File: src/rtl/blst_pkg.sv
`default_nettype none

package blst_pkg;

  localparam int unsigned DEPTH      = 64;
  localparam int unsigned DATA_WIDTH = 32;
  localparam int unsigned CNT_W      = $clog2(DEPTH + 1);
  localparam int unsigned IDX_W      = (DEPTH > 1) ? $clog2(DEPTH) : 1;
  localparam int unsigned CFG_W      = 7;
  localparam int unsigned POS_W      = 7;
  localparam int unsigned OP_W       = 3;
  localparam int unsigned STAT_W     = 2;

  localparam logic [OP_W-1:0] OP_PUSH   = 3'd0;
  localparam logic [OP_W-1:0] OP_POP    = 3'd1;
  localparam logic [OP_W-1:0] OP_PEEK   = 3'd2;
  localparam logic [OP_W-1:0] OP_TOP    = 3'd3;
  localparam logic [OP_W-1:0] OP_BOTTOM = 3'd4;

  localparam logic [STAT_W-1:0] ST_OK        = 2'd0;
  localparam logic [STAT_W-1:0] ST_OVERFLOW  = 2'd1;
  localparam logic [STAT_W-1:0] ST_UNDERFLOW = 2'd2;
  localparam logic [STAT_W-1:0] ST_INVALID   = 2'd3;

  localparam logic [CFG_W-1:0] CAP_RESET = CFG_W'(DEPTH);

  // Per-cycle command broadcast to every cell of the stack
  typedef struct packed {
    logic push;   // shift stack down, top takes the new word
    logic pop;    // shift stack up
    logic load;   // copy stack into the read chain
    logic shift;  // move the read chain one cell toward the top
  } blst_ctrl_t;

endpackage

`default_nettype wire

File: src/rtl/blst_cell.sv
`default_nettype none

module blst_cell (
  input  wire logic                            clk_i,
  input  wire blst_pkg::blst_ctrl_t            ctrl_i,
  input  wire logic [blst_pkg::DATA_WIDTH-1:0] up_data_i,
  input  wire logic [blst_pkg::DATA_WIDTH-1:0] down_data_i,
  input  wire logic [blst_pkg::DATA_WIDTH-1:0] rd_down_i,
  output logic [blst_pkg::DATA_WIDTH-1:0]      data_o,
  output logic [blst_pkg::DATA_WIDTH-1:0]      rd_o
);
  import blst_pkg::*;

  logic [DATA_WIDTH-1:0] data_q, data_d;
  logic [DATA_WIDTH-1:0] rd_q, rd_d;

  always_comb begin
    data_d = data_q;
    if (ctrl_i.push) begin
      data_d = up_data_i;
    end else if (ctrl_i.pop) begin
      data_d = down_data_i;
    end
  end

  always_comb begin
    rd_d = rd_q;
    if (ctrl_i.load) begin
      rd_d = data_q;
    end else if (ctrl_i.shift) begin
      rd_d = rd_down_i;
    end
  end

  always_ff @(posedge clk_i) begin
    data_q <= data_d;
    rd_q   <= rd_d;
  end

  assign data_o = data_q;
  assign rd_o   = rd_q;

endmodule

`default_nettype wire

File: config.mk
export PLATFORM = sky130hd
export DESIGN_NAME = blst_cell
export DESIGN_NICKNAME = d
export VERILOG_FILES = /design/src/rtl/blst_pkg.sv /design/src/rtl/blst_cell.sv
export SDC_FILE = /design/constraint.sdc
export NUM_CORES = 1
export LEC_CHECK = 0
export BUFFER_PORTS_ARGS = -buffer_cell sky130_fd_sc_hd__buf_2
export CORE_UTILIZATION = 45
export DETAILED_ROUTE_END_ITERATION = 8
export HOLD_SLACK_MARGIN = 0.1
export PLACE_DENSITY_LB_ADDON = 0.25
export SYNTH_ARGS = -nofsm -noshare
export SYNTH_HDL_FRONTEND = slang
export SYNTH_SLANG_ARGS = --single-unit
export TNS_END_PERCENT = 30
File: constraint.sdc
create_clock -name clk_i -period 2.1 [get_ports clk_i]
set_input_delay 0.42 -clock clk_i [delete_from_list [all_inputs] [get_ports clk_i]]
set_output_delay 0.42 -clock clk_i [all_outputs]
set_load 0.02 [all_outputs]
==> results.md <==
* Placed cell count at 379
* # rows at 29
* TNS Setup at 0 ns
* Type of the tightest min-delay check: in -> reg
* Synth top area share at 63.7%
* Latest clock arrival within the worst-skew pair at 0.33 ns
* Crit path buffers/inverters at 1
* Worst setup SP type: flop
* Ratio of cells with drive above 1 in the final layout at 77.9%
* Max-slew violations at 0
* Synth Instances at 138
* Yosys warning total at 0
* # setup viols final at 0
* Chip height at 83.9 um
* Post-CTS setup buffer count at 0
* IO Pins at 165
* Outcome: finished with violations
* Via count at 1867
* Syn Nets at 239
* Crit share post-route at 63.7%
* Wire per inst at 15.1 um
* EDFF count, synth at 64
* Routability cong. at 0.756
* Post-layout util at 63.1%
* PwrDens at 807 nW/um^2
* Nets at 414
* TritonRoute pass-1 iters at 6
* Area contributors post-synth: edfxtp_1, mux2_4, buf_12
* CTS H-tree depth at 3
* Total gr overflow at 0
* Setup CP Type: reg -> out
* Setup crit end kind: output pin
* Max stage delay on crit path at 0.41 ns
* CTS Hold Bufs at 0
* Mean area per synthesized cell at 21.9 um^2
* Worst VDD drop at 405 uV
* Fillcell total at 499
* CTS Sinks at 64
* DP Wirelength at 4660 um
* Root Driver: clkbuf_8
* LEAKAGE at 1.93 nW
* Die area at 7030 um^2
* Vias in the first global route at 1918
* Max Root-Sink Buffers at 2
* CP max FO at 2
* Worst-Margin Slew at 0.364 ns
* Global-route wire length before repair at 8960 um
* Slew margin rel. at 75.7%
* Endpoints failing hold at 0
* Initial antenna violation count at 0
* Area leader, netlist: edfxtp_1
* Family with the most delay on the worst path: flip-flops
* Post-synthesis sequential element count at 64
* # diodes at 0
* Sequential fraction of the synthesis area at 63.7%
* Ys flop type: edfxtp_1
* Critical-path top delay cell: edfxtp_1
* Setup ws final at 0.762 ns
* Detail Route Antenna Nets at 0
* CTS tree: yes
* Final Routed Wirelength at 5960 um
* Worst-case reg-to-reg path depth at 1
* Count leader, synth: edfxtp_1
* Pin count of the biggest net entering global routing at 22
* Stages on worst setup path at 1
* Top cells by count, synth: edfxtp_1, mux2_4, buf_12, mux2_2
* Post-CTS sizing at 0
* Post-synth ARST share at 0%
* Clock slew at reported path FFs at 0.07 ns
* Failing checks: DRC
* Post-Syn Area at 3020 um^2
* Cell breakdown of the critical path: buf_2
* Area Growth Syn to Fin at 34.4%
* Setup Skew at 0.00467 ns
* Initial drt markers at 67
* Starting Density at 47.0%
* Maximum clock rate at 0.748 GHz
* IO Port Bufs at 164
* Via/cell ratio at 4.74
* Worst hold margin at 0.385 ns
* WP data required at 1.68 ns
* Worst Setup Slack post-DPL at 0.518 ns
* Hold path depth at 2
* Global Route Usage Sum at 17.3%
* Area of the core at 6420 um^2
* Post-route insts no fill at 394
* Max_cap viols at 0
* RSZ-0062 raised after global routing: false
* Arrival time at the worst endpoint at 0.92 ns
* Die width at 83.9 um
* Yosys cell types at 6
* Remaining DRCs at 18
* Number of CTS-inserted buffers at 9
* Final min period at 1.34 ns
[layer usage]
metal  routed length (um)  GRT usage [%]
met5                    0              0
met4                  130           9.56
met3                  537           6.23
met2                 3050           29.6
met1                 2240           18.5
[logic make-up after synthesis]
| family | after synthesis | share of synthesized area, % |
|---|---|---|
| buf+inv | 8 | 4.73 |
| mux | 64 | 31.1 |
| flops | 64 | 63.7 |
| simple gates | 2 | 0.415 |
[worst paths after layout]
path	from	endpoint	slack, ns
worst max-delay path	data_o[9]$_DFFE_PP_	data_o[9]	0.76
worst min-delay path	up_data_i[3]	data_o[3]$_DFFE_PP_	0.38
worst max register to register	data_o[14]$_DFFE_PP_	rd_o[14]$_DFFE_PP_	1.18
worst min register to register	data_o[6]$_DFFE_PP_	rd_o[6]$_DFFE_PP_	0.57
[per-stage QoR]
stage / total power, W / area, um^2
2_1_floorplan: 0.00209 / 3020
3_3_place_gp: 0.00232 / 3870
3_5_place_dp: 0.00234 / 3870
4_1_cts: 0.00330 / 4050
5_1_grt: 0.00340 / 4050
6_report: 0.00327 / 4050
[layout by cell type, fill, tap and decap left out, drive strengths merged]
cell,count
mux2,64
clkinvlp,1
edfxtp,64
or2,2
clkinv,3
buf,172
bufinv,1
clkbuf,10
[sequential cells by signal, indices dropped and copies added (netlist names)]
signal	cells
rd_o	32
data_o	32
[report_power, final]
part / switching, W / leakage, nW / total, W / internal, W
logic: 0.000344 / 1.19 / 0.000674 / 0.000330
registers: 0.0000507 / 0.652 / 0.00163 / 0.00158
clock network: 0.000438 / 0.0849 / 0.000968 / 0.000530
total: 0.000833 / 1.93 / 0.00327 / 0.00244
[area by class of cell]
class                           count  area [um^2]  area share [%]
Multi-Input combinational cell     66          951            23.5
Timing Repair Buffer              172          906            22.4
Tap cell                           77         96.3            2.38
Clock buffer                       10          128            3.15
Clock inverter                      5         48.8            1.20
Sequential cell                    64         1920            47.4
(Power assumes the default switching activity.)
